<file path="config.mk">
export PLATFORM = sky130hd
export DESIGN_NAME = cycle_to_beam_position_top
export DESIGN_NICKNAME = d
export VERILOG_FILES = /design/src/rtl/cbp_pkg.sv /design/src/rtl/cbp_div_stage.sv /design/src/rtl/cycle_to_beam_position_top.sv
export SDC_FILE = /design/constraint.sdc
export NUM_CORES = 2
export LEC_CHECK = 0
export BUFFER_PORTS_ARGS = -buffer_cell sky130_fd_sc_hd__buf_2
export CAP_MARGIN = 20
export CELL_PAD_IN_SITES_DETAIL_PLACEMENT = 0
export CELL_PAD_IN_SITES_GLOBAL_PLACEMENT = 1
export CORE_MARGIN = 1.5
export CORE_UTILIZATION = 54
export CTS_BUF_LIST = sky130_fd_sc_hd__clkbuf_2 sky130_fd_sc_hd__clkbuf_4 sky130_fd_sc_hd__clkbuf_8
export DETAILED_ROUTE_END_ITERATION = 10
export PLACE_DENSITY_LB_ADDON = 0.1
export SYNTH_ARGS = -nofsm -noshare
export SYNTH_HDL_FRONTEND = slang
export SYNTH_SLANG_ARGS = --single-unit
</file>
<file path="constraint.sdc">
create_clock -name clk_i -period 55.6 [get_ports clk_i]
set_clock_uncertainty 0.2 [all_clocks]
set_input_delay 11.12 -clock clk_i [delete_from_list [all_inputs] [get_ports clk_i]]
set_output_delay 11.12 -clock clk_i [all_outputs]
set_load 0.01 [all_outputs]
</file>
<file path="src/rtl/cbp_pkg.sv">
// Shared types and constants for the cycle to beam position block.
package cbp_pkg;

  localparam int unsigned PICTURE_CYCLES = 128;
  localparam int unsigned PICTURE_LINES  = 192;

  localparam int unsigned NUM_W      = 32;
  localparam int unsigned DEN_W      = 20;
  localparam int unsigned LEN_W      = 10;
  localparam int unsigned STEP_BITS  = 4;
  localparam int unsigned MOD_STAGES = NUM_W / STEP_BITS;
  localparam int unsigned DIV_STAGES = DEN_W / STEP_BITS;
  localparam int unsigned ALL_STAGES = MOD_STAGES + DIV_STAGES;
  localparam int unsigned LATENCY    = ALL_STAGES + 2;

  localparam logic [9:0]  LINE_CYCLES_RST   = 10'd224;
  localparam logic [7:0]  RIGHT_BORDER_RST  = 8'd24;
  localparam logic [7:0]  LEFT_BORDER_RST   = 8'd24;
  localparam logic [19:0] FRAME_CYCLES_RST  = 20'd69888;
  localparam logic [9:0]  FIRST_SHOWN_RST   = 10'd16;
  localparam logic [9:0]  END_SHOWN_RST     = 10'd296;
  localparam logic [9:0]  FIRST_PICTURE_RST = 10'd64;
  localparam logic [9:0]  ORIGIN_X_RST      = 10'd48;

  typedef enum logic [2:0] {
    CFG_LINE_CYCLES   = 3'd0,
    CFG_RIGHT_BORDER  = 3'd1,
    CFG_LEFT_BORDER   = 3'd2,
    CFG_FRAME_CYCLES  = 3'd3,
    CFG_FIRST_SHOWN   = 3'd4,
    CFG_END_SHOWN     = 3'd5,
    CFG_FIRST_PICTURE = 3'd6,
    CFG_ORIGIN_X      = 3'd7
  } cbp_cfg_e;

  typedef enum logic [1:0] {
    REGION_BLANK   = 2'd0,
    REGION_BORDER  = 2'd1,
    REGION_DISPLAY = 2'd2
  } cbp_region_e;

  typedef struct packed {
    logic [NUM_W-1:0] num;
    logic [DEN_W:0]   rem;
  } cbp_div_t;

endpackage

</file>
<file path="src/rtl/cbp_div_stage.sv">
// One pipeline stage of restoring division: a few quotient bits per stage.
module cbp_div_stage import cbp_pkg::*; (
  input  logic             clk_i,
  input  logic             rst_ni,
  input  logic             valid_i,
  input  cbp_div_t         data_i,
  input  logic [DEN_W-1:0] divisor_i,
  output logic             valid_o,
  output cbp_div_t         data_o
);

  cbp_div_t       data_d;
  cbp_div_t       data_q;
  logic           valid_q;
  logic [DEN_W:0] part;
  logic           qbit;

  always_comb begin
    data_d = data_i;
    part   = '0;
    qbit   = 1'b0;
    for (int k = 0; k < STEP_BITS; k++) begin
      part = {data_d.rem[DEN_W-1:0], data_d.num[NUM_W-1]};
      qbit = (part >= {1'b0, divisor_i});
      if (qbit) begin
        part = part - {1'b0, divisor_i};
      end
      data_d.num = {data_d.num[NUM_W-2:0], qbit};
      data_d.rem = part;
    end
  end

  always_ff @(posedge clk_i or negedge rst_ni) begin
    if (!rst_ni) begin
      valid_q <= 1'b0;
    end else begin
      valid_q <= valid_i;
    end
  end

  always_ff @(posedge clk_i) begin
    data_q <= data_d;
  end

  assign valid_o = valid_q;
  assign data_o  = data_q;

endmodule

</file>
<file path="src/rtl/cycle_to_beam_position_top.sv">
// Top level: maps a cycle count to the raster beam position and region.
// There are 15 register stages from start to the result strobe.
// Throughput: one beat per clock; busy stays low, the pipeline never stalls.
// Thirteen divider stages do count mod frame length, then line/column split.
// Reset clears the valid bits and loads the register defaults.
module cycle_to_beam_position_top import cbp_pkg::*; (
  input  logic               clk_i,
  input  logic               rst_ni,
  input  logic               start,
  output logic               busy,
  input  logic [31:0]        cycle_count_i,
  input  logic               cfg_we_i,
  input  logic [2:0]         cfg_idx_i,
  input  logic [19:0]        cfg_wdata_i,
  output logic               result_valid_o,
  output logic [1:0]         region_o,
  output logic signed [11:0] pixel_x_o,
  output logic signed [10:0] pixel_y_o,
  output logic signed [7:0]  picture_column_o,
  output logic signed [8:0]  picture_row_o
);

  logic [9:0]  line_cycles_q;
  logic [7:0]  right_border_q;
  logic [7:0]  left_border_q;
  logic [19:0] frame_cycles_q;
  logic [9:0]  first_shown_q;
  logic [9:0]  end_shown_q;
  logic [9:0]  first_picture_q;
  logic [9:0]  origin_x_q;

  always_ff @(posedge clk_i or negedge rst_ni) begin
    if (!rst_ni) begin
      line_cycles_q   <= LINE_CYCLES_RST;
      right_border_q  <= RIGHT_BORDER_RST;
      left_border_q   <= LEFT_BORDER_RST;
      frame_cycles_q  <= FRAME_CYCLES_RST;
      first_shown_q   <= FIRST_SHOWN_RST;
      end_shown_q     <= END_SHOWN_RST;
      first_picture_q <= FIRST_PICTURE_RST;
      origin_x_q      <= ORIGIN_X_RST;
    end else if (cfg_we_i) begin
      case (cbp_cfg_e'(cfg_idx_i))
        CFG_LINE_CYCLES:   line_cycles_q   <= cfg_wdata_i[9:0];
        CFG_RIGHT_BORDER:  right_border_q  <= cfg_wdata_i[7:0];
        CFG_LEFT_BORDER:   left_border_q   <= cfg_wdata_i[7:0];
        CFG_FRAME_CYCLES:  frame_cycles_q  <= cfg_wdata_i;
        CFG_FIRST_SHOWN:   first_shown_q   <= cfg_wdata_i[9:0];
        CFG_END_SHOWN:     end_shown_q     <= cfg_wdata_i[9:0];
        CFG_FIRST_PICTURE: first_picture_q <= cfg_wdata_i[9:0];
        CFG_ORIGIN_X:      origin_x_q      <= cfg_wdata_i[9:0];
        default: ;
      endcase
    end
  end

  logic [DEN_W-1:0] frame_eff;
  logic [LEN_W-1:0] len_eff;

  assign frame_eff = (frame_cycles_q == '0) ? DEN_W'(1) : frame_cycles_q;
  assign len_eff   = (line_cycles_q == '0) ? LEN_W'(1) : line_cycles_q;
  assign busy      = 1'b0;

  logic     stg_valid [0:ALL_STAGES];
  cbp_div_t stg_data  [0:ALL_STAGES];
  cbp_div_t stg_in    [0:ALL_STAGES-1];

  assign stg_valid[0] = start & ~busy;
  assign stg_data[0]  = '{num: cycle_count_i, rem: '0};

  for (genvar s = 0; s < ALL_STAGES; s++) begin : g_div
    logic [DEN_W-1:0] divisor;
    if (s == MOD_STAGES) begin : g_split
      assign stg_in[s] = '{num: {stg_data[s].rem[DEN_W-1:0], (NUM_W-DEN_W)'(0)}, rem: '0};
    end else begin : g_pass
      assign stg_in[s] = stg_data[s];
    end
    if (s < MOD_STAGES) begin : g_mod
      assign divisor = frame_eff;
    end else begin : g_line
      assign divisor = DEN_W'(len_eff);
    end
    cbp_div_stage u_stage (
      .clk_i     (clk_i),
      .rst_ni    (rst_ni),
      .valid_i   (stg_valid[s]),
      .data_i    (stg_in[s]),
      .divisor_i (divisor),
      .valid_o   (stg_valid[s+1]),
      .data_o    (stg_data[s+1])
    );
  end

  logic [DEN_W-1:0]   line;
  logic [LEN_W-1:0]   col;
  logic signed [11:0] left_edge;
  logic signed [11:0] left_diff;
  logic [10:0]        right_stop;
  logic               in_disp;
  logic               in_right;
  logic               in_left;
  logic [11:0]        x_main;

  assign line       = stg_data[ALL_STAGES].num[DEN_W-1:0];
  assign col        = stg_data[ALL_STAGES].rem[LEN_W-1:0];
  assign left_edge  = $signed({2'b00, len_eff}) - $signed({4'b0000, left_border_q});
  assign left_diff  = $signed({2'b00, col}) - left_edge;
  assign right_stop = 11'(PICTURE_CYCLES) + {3'b000, right_border_q};
  assign in_disp    = {1'b0, col} < 11'(PICTURE_CYCLES);
  assign in_right   = {1'b0, col} < right_stop;
  assign in_left    = $signed({2'b00, col}) >= left_edge;
  assign x_main     = {2'b00, origin_x_q} + {1'b0, col, 1'b0};

  logic              a_valid_q;
  logic [LEN_W-1:0]  a_col_q;
  logic [DEN_W:0]    a_target_q;
  logic [11:0]       a_x_q;
  logic              a_painted_q;
  logic              a_disp_q;

  always_ff @(posedge clk_i or negedge rst_ni) begin
    if (!rst_ni) begin
      a_valid_q <= 1'b0;
    end else begin
      a_valid_q <= stg_valid[ALL_STAGES];
    end
  end

  always_ff @(posedge clk_i) begin
    a_col_q     <= col;
    a_disp_q    <= in_disp;
    a_painted_q <= in_disp | in_right | in_left;
    if (in_disp || in_right) begin
      a_target_q <= {1'b0, line};
      a_x_q      <= x_main;
    end else begin
      a_target_q <= {1'b0, line} + (DEN_W+1)'(1);
      a_x_q      <= {left_diff[10:0], 1'b0};
    end
  end

  logic               shown;
  logic               pic;
  logic [10:0]        pic_end;
  logic [10:0]        row;
  logic [10:0]        y_val;
  logic [11:0]        x_sat;
  logic [7:0]         pcol;
  logic [8:0]         prow;
  cbp_region_e        region_d;

  assign pic_end = {1'b0, first_picture_q} + 11'(PICTURE_LINES);
  assign shown   = a_painted_q && (a_target_q >= (DEN_W+1)'(first_shown_q))
                   && (a_target_q < (DEN_W+1)'(end_shown_q));
  assign pic     = a_disp_q && (a_target_q >= (DEN_W+1)'(first_picture_q))
                   && (a_target_q < (DEN_W+1)'(pic_end));
  assign row     = a_target_q[10:0] - {1'b0, first_picture_q};
  assign y_val   = a_target_q[10:0] - {1'b0, first_shown_q};
  assign x_sat   = a_x_q[11] ? 12'd2047 : a_x_q;
  assign pcol    = (a_col_q > LEN_W'(127)) ? 8'd127 : {1'b0, a_col_q[6:0]};
  assign prow    = (row > 11'd255) ? 9'd255 : {1'b0, row[7:0]};

  always_comb begin
    region_d = REGION_BLANK;
    if (shown) begin
      region_d = pic ? REGION_DISPLAY : REGION_BORDER;
    end
  end

  logic              res_valid_q;
  logic [1:0]        region_q;
  logic [11:0]       pixel_x_q;
  logic [10:0]       pixel_y_q;
  logic [7:0]        pcol_q;
  logic [8:0]        prow_q;

  always_ff @(posedge clk_i or negedge rst_ni) begin
    if (!rst_ni) begin
      res_valid_q <= 1'b0;
    end else begin
      res_valid_q <= a_valid_q;
    end
  end

  always_ff @(posedge clk_i) begin
    region_q  <= region_d;
    pixel_x_q <= shown ? x_sat : '1;
    pixel_y_q <= shown ? y_val : '1;
    pcol_q    <= (shown && pic) ? pcol : '1;
    prow_q    <= (shown && pic) ? prow : '1;
  end

  assign result_valid_o   = res_valid_q;
  assign region_o         = region_q;
  assign pixel_x_o        = $signed(pixel_x_q);
  assign pixel_y_o        = $signed(pixel_y_q);
  assign picture_column_o = $signed(pcol_q);
  assign picture_row_o    = $signed(prow_q);

`ifndef SYNTHESIS
  a_blank_fields: assert property (@(posedge clk_i) disable iff (!rst_ni)
    result_valid_o && (region_o == REGION_BLANK) |->
      (pixel_x_o == -12'sd1) && (pixel_y_o == -11'sd1))
    else $error("blanking beat carries a position");

  a_picture_fields: assert property (@(posedge clk_i) disable iff (!rst_ni)
    result_valid_o && (region_o != REGION_DISPLAY) |->
      (picture_column_o == -8'sd1) && (picture_row_o == -9'sd1))
    else $error("picture fields set outside the display region");

  a_latency: assert property (@(posedge clk_i) disable iff (!rst_ni)
    start && !busy |-> ##(LATENCY) result_valid_o)
    else $error("result beat missing after the pipeline latency");
`endif

endmodule
</file>
* Yosys cells after proc, flatten, opt, wreduce, memory -nomap -nowiden
Cells that the tools add are included.
** Word-level totals
- Register bits after elaboration :: 762
** Operators by class
- Add/sub/neg operators :: 60
- Order comparisons :: 61
- Equal/unequal tests :: 7
- Muxes and demuxes :: 57
- Bitwise operators :: 4
- Reduce and logical (&&, ||, !) cells :: 20
** Operators with widths (number)
- $mux 20 :: 53
- $ge 21x20->1 :: 31
- $sub 20x20->20 :: 31
- $ge 21x10->1 :: 21
- $sub 20x10->20 :: 18
- $sub 11x10->11 :: 2
- $add 20x1->21 const B :: 1
- $lt 21x10->1 :: 1
- $lt 21x11->1 :: 1
- $ge 1x20->1 :: 1
- $logic_not 20->1 :: 1
- $mux 10 :: 2
- $sub 1x20->20 :: 1
- $reduce_and 2->1 :: 8
- $add 10x11->12 :: 1
- $eq 3x3->1 const B :: 4
- $mux 12 :: 1
- $add 10x8->11 const B :: 1
- $ge 11x11->1 :: 1
- $gt 11x8->1 const B :: 1
- $sub 1x10->11 :: 1
- $sub 10x8->11 :: 1
- $sub 11x11->11 :: 1
- $ge 1x10->1 :: 1
- other kinds (15) :: 24

* Longest topological paths before layout
- Depth in word-level cells :: 10
- Mapped depth :: 75

* Hierarchy
From an unflattened synthesis, not the netlist that was laid out.
** Second synthesis, totals
- Cells, all modules :: 10797
- Area total of the unflattened synthesis :: 89702.3 µm²
** By module, submodules not included
- cbp_div_stage (g_div[11].u_stage ...) :: times used 8, cells each 773, area an instance 6218.5 µm²
- cbp_div_stage (g_div[0].u_stage ...) :: times used 3, cells each 764, area an instance 6357.3 µm²
- cycle_to_beam_position_top :: times used 1, cells each 833, area an instance 8588.2 µm²
- cbp_div_stage (g_div[3].u_stage) :: times used 1, cells each 771, area an instance 6274.8 µm²
- cbp_div_stage (g_div[1].u_stage) :: times used 1, cells each 717, area an instance 6019.5 µm²

* Worst setup path before layout
Ideal clock, no wire load.
- Path kind :: input to register
- Start point :: input cycle_count_i[31]
- End point :: register g_div[0].u_stage.data_q (netlist bit g_div[0].u_stage.data_o[12])
- Arrival time :: 22.923 ns
- Required time :: 55.279 ns
- Slack :: 32.357 ns
- Stages on the path :: 59
- Path buffers :: 6
- Cell sequence :: inv_1 > ha_1 > clkbuf_1 > inv_1 > ha_1 > clkbuf_1 > a21oi_1 > nor3_1 > mux2i_1 > ha_1 > nor2b_1 > o21ai_0 > a21oi_1 > o21ai_0 > a21oi_1 > o2111ai_1 > a31oi_1 > a211oi_1 > (+23 left out) > ha_1 > nor2b_1 > o21ai_0 > a21boi_0 > o21ai_0 > a21boi_0 > o21ai_0 > a21boi_0 > o21ai_0 > a21boi_0 > o41ai_1 > o211ai_1 > and3_1 > o21a_1 > o21ai_0 > and3_1 > clkbuf_1 > mux2_2
** RTL lines
- start, declared :: RTL line cycle_to_beam_position_top.sv:11 : input logic [31:0] cycle_count_i,
- end signal, assigned :: RTL line cbp_div_stage.sv:42 : data_q <= data_d;
- end, declared :: RTL line cbp_div_stage.sv:13 : cbp_div_t data_q;

==> impl_results.md <==
* Post-CTS sizing at 0
* Synthesized area at 0.0668 mm2
* Die X at 355 um
* Routed vias at 61800
* Hold Path Origin: g_div[9].u_stage.data_o[21]
* Routed metal-1 wire length at 90800 um
* TritonCTS clock tree: yes
* Post-Syn Area per Cell at 7.93 um2
* Post-DP Area at 0.0695 mm2
* Fill cells at 11300
* Critical path's largest stage delay at 0.87 ns
* Synth Register Bits at 649
* # DRC at 0
* # hold bufs at CTS at 0
* Run status: complete, no violations
* HPWL after DPL at 156000 um
* Yosys Warn Count at 0
* Postcts setup bufs at 0
* Finished Core Util at 59.3%
* Fmax at 0.0404 GHz
* Global Route Usage Sum at 31.0%
* Slew @ Worst Pin at 1.04 ns
* Grt ovf at 0
* Die H at 355 um
* Worst Hold Class: flip-flop to flip-flop
* Num CTS Buffers at 115
* Critical path type: primary input to flip-flop
* Final instance area at 0.0725 mm2
* WP buf/inv at 5
* Library cells used by synthesis at 109
* Max clock buf depth at 3
* Port Buf Inserts at 101
* CTS clk-pin slew, worst paths at 0.06 ns
* Setup violators final at 0
* WP data arrival at 25.28 ns
* CP Launch Point: cycle_count_i[31]
* First-pass GRT wire length at 317000 um
* Core Area at 0.122 mm2
* Fin. max-slew vios at 0
* Setup TNS at 0 ns
* Met2 wire length at 92500 um
* Slew margin rel. at 29.8%
* Initial drt markers at 4147
* Post-synth ARST share at 15.6%
* Total die area at 0.126 mm2
* Clock latency on the worst-skew pair at 0.86 ns
* Ys flop type: dfxtp_1
* Clock root cell: clkbuf_8
* R2r startpoint: frame_cycles_q[3]
* Crit Path Max Fanout at 34
* CTS Sinks at 649
* Syn_nets at 9420
* Req. time, crit path at 56.15 ns
* Most frequent CP cell: o21ai_0
* Startpoint Class: primary input
* Routed wire length at 200000 um
* # Max-Cap Violations at 0
* Nets at 9564
* RePlAce Congestion at 0.915
* Hold_ws at 0.0731 ns
* Unrepaired setup endpoints after global routing: false
* EDFF count, synth at 0
* Min Tclk post-route at 24.73 ns
* Crit path max-delay cell type: and3_1
* Vias in the first global route at 59200
* Crit path max-delay family: compound AO/OA/AOI/OAI gates
* Initial antenna violation count at 4
* Vias per cell at 6.01
* Max Used Layer: met5
* CP Capture Type: flip-flop
* Multi-input combinational cell area at 0.0505 mm2
* Antenna Violating Nets Remaining at 0
* Routed wl met3 at 9290 um
* Layout cells sized above 1 at 10.7%
* Average wire per standard cell at 19.4 um
* Pre-Repair DR Iteration Count at 7
* Starting density of the core at 54.7%
* Share of the yosys chip area belonging to registers at 20.2%
* Largest net degree at the start of global routing at 53
* Synth-to-layout area growth at 8.46%
* Htree depth at 3
* FP Rows at 128
* Cells after Synth at 8421
* Sequential Area at 0.0135 mm2
* Fin crit share at 44.5%
* Final Hold Viols at 0
* Top Ports at 103
layout by cell type (no fill, tap or decap), drive strengths merged, types with 166 or more instances in the layout:
cell type,Yosys,final
nand3,174,174
dfxtp,548,548
nand2,733,733
xor2,208,208
ha,885,885
inv,582,583
nor2,645,645
xnor2,445,445
mux2,325,325
clkbuf,156,166
a21o,225,225
nor3,210,210
buf,24,205
o21ai,622,622
a21oi,644,644
state kept, by name (all words and copies together), names as in the netlist, 11 cells and up:
name                   cells
a_target_q                21
a_x_q                     12
frame_cycles_q            20
g_div.u_stage.data_o     462
g_div.u_stage.valid_o     13
pixel_x_o                 12
pixel_y_o                 11
path summary, 6_finish.rpt:
check | cells past startpoint | to | slack (ns)
setup / recovery | 55 | g_div[0].u_stage.data_o[10] | 30.87
max in group asynchronous | 2 | frame_cycles_q[1] | 43.96
setup reg to reg | 70 | g_div[2].u_stage.data_o[2] | 37.00
min in group asynchronous | 1 | g_div[7].u_stage.valid_o | 10.08
hold reg to reg | 0 | g_div[10].u_stage.data_o[25] | 0.07
hold / removal | 0 | g_div[10].u_stage.data_o[25] | 0.07
Yosys cell counts, drive strengths merged, types with 65 or more instances:
cell	count	area share, %
nand2b	130	1.2
nor4	67	0.74
inv	582	3.3
xor2	208	2.7
nand3	174	1.3
dfxtp	548	16
o21bai	85	0.96
mux2i	65	0.98
o31ai	108	1.2
clkbuf	156	0.88
or2	65	0.61
nand4	162	1.5
and3	78	0.74
a21oi	644	4.8
mux2	325	5.5
ha	885	17
nor3	210	1.6
dfrtp	84	3.1
nor2b	139	1.3
a21o	225	2.5
o21ai	622	4.7
nor2	645	3.6
o21a	104	1.2
or3	78	0.74
xnor2	445	5.8
a21boi	93	1.1
nand2	733	4.1
worst reg2reg max path, delay by kind of cell (launching register included):
| kind | cells | cell delay, ns |
|---|---|---|
| buffers and inverters | 8 | 1.89 |
| DFF | 1 | 0.42 |
| and+or+nand+nor | 15 | 3.60 |
| AOI/OAI and AO/OA | 43 | 11.15 |
| adders and majority gates | 4 | 1.22 |
stage by stage:
step / cells / setup slack [ns]
finish: 10300 / 30.87
global route: 10300 / 29.24
global placement: 10100 / 30.20
detailed placement: 10100 / 30.17
CTS: 10300 / 31.04
floorplan: 8421 / 32.36
cell families after synthesis:
group                    synth area share (%)
adder cells (fa/ha/maj)                  18.2
XOR/XNOR                                 8.56
AO/OA/AOI/OAI                            22.5
AND/OR/NAND/NOR                          19.7
buffers and inverters                    4.35
flip-flops                               20.2
other                                 0.00561
multiplexers                             6.46
metal layers:
layer  GRT usage, %  vias to the layer above
li1               -                    30900
met1           40.7                    29100
met2           52.7                     1446
met3           3.29                      366
met4           10.9                        2
met5              0                        -
final cells by class:
class,instances,area share (%)
Multi-Input combinational cell,7009,69.7
Sequential cell,649,18.7
Inverter,583,3.03
Clock buffer,164,2.93
Tap cell,1625,2.81
Timing Repair Buffer,207,1.84
Clock inverter,49,1.04
Antenna cell,1,0.00345
Power is not shown: default switching activity piles up to over one toggle a cycle in this logic, so the estimate is an artifact.
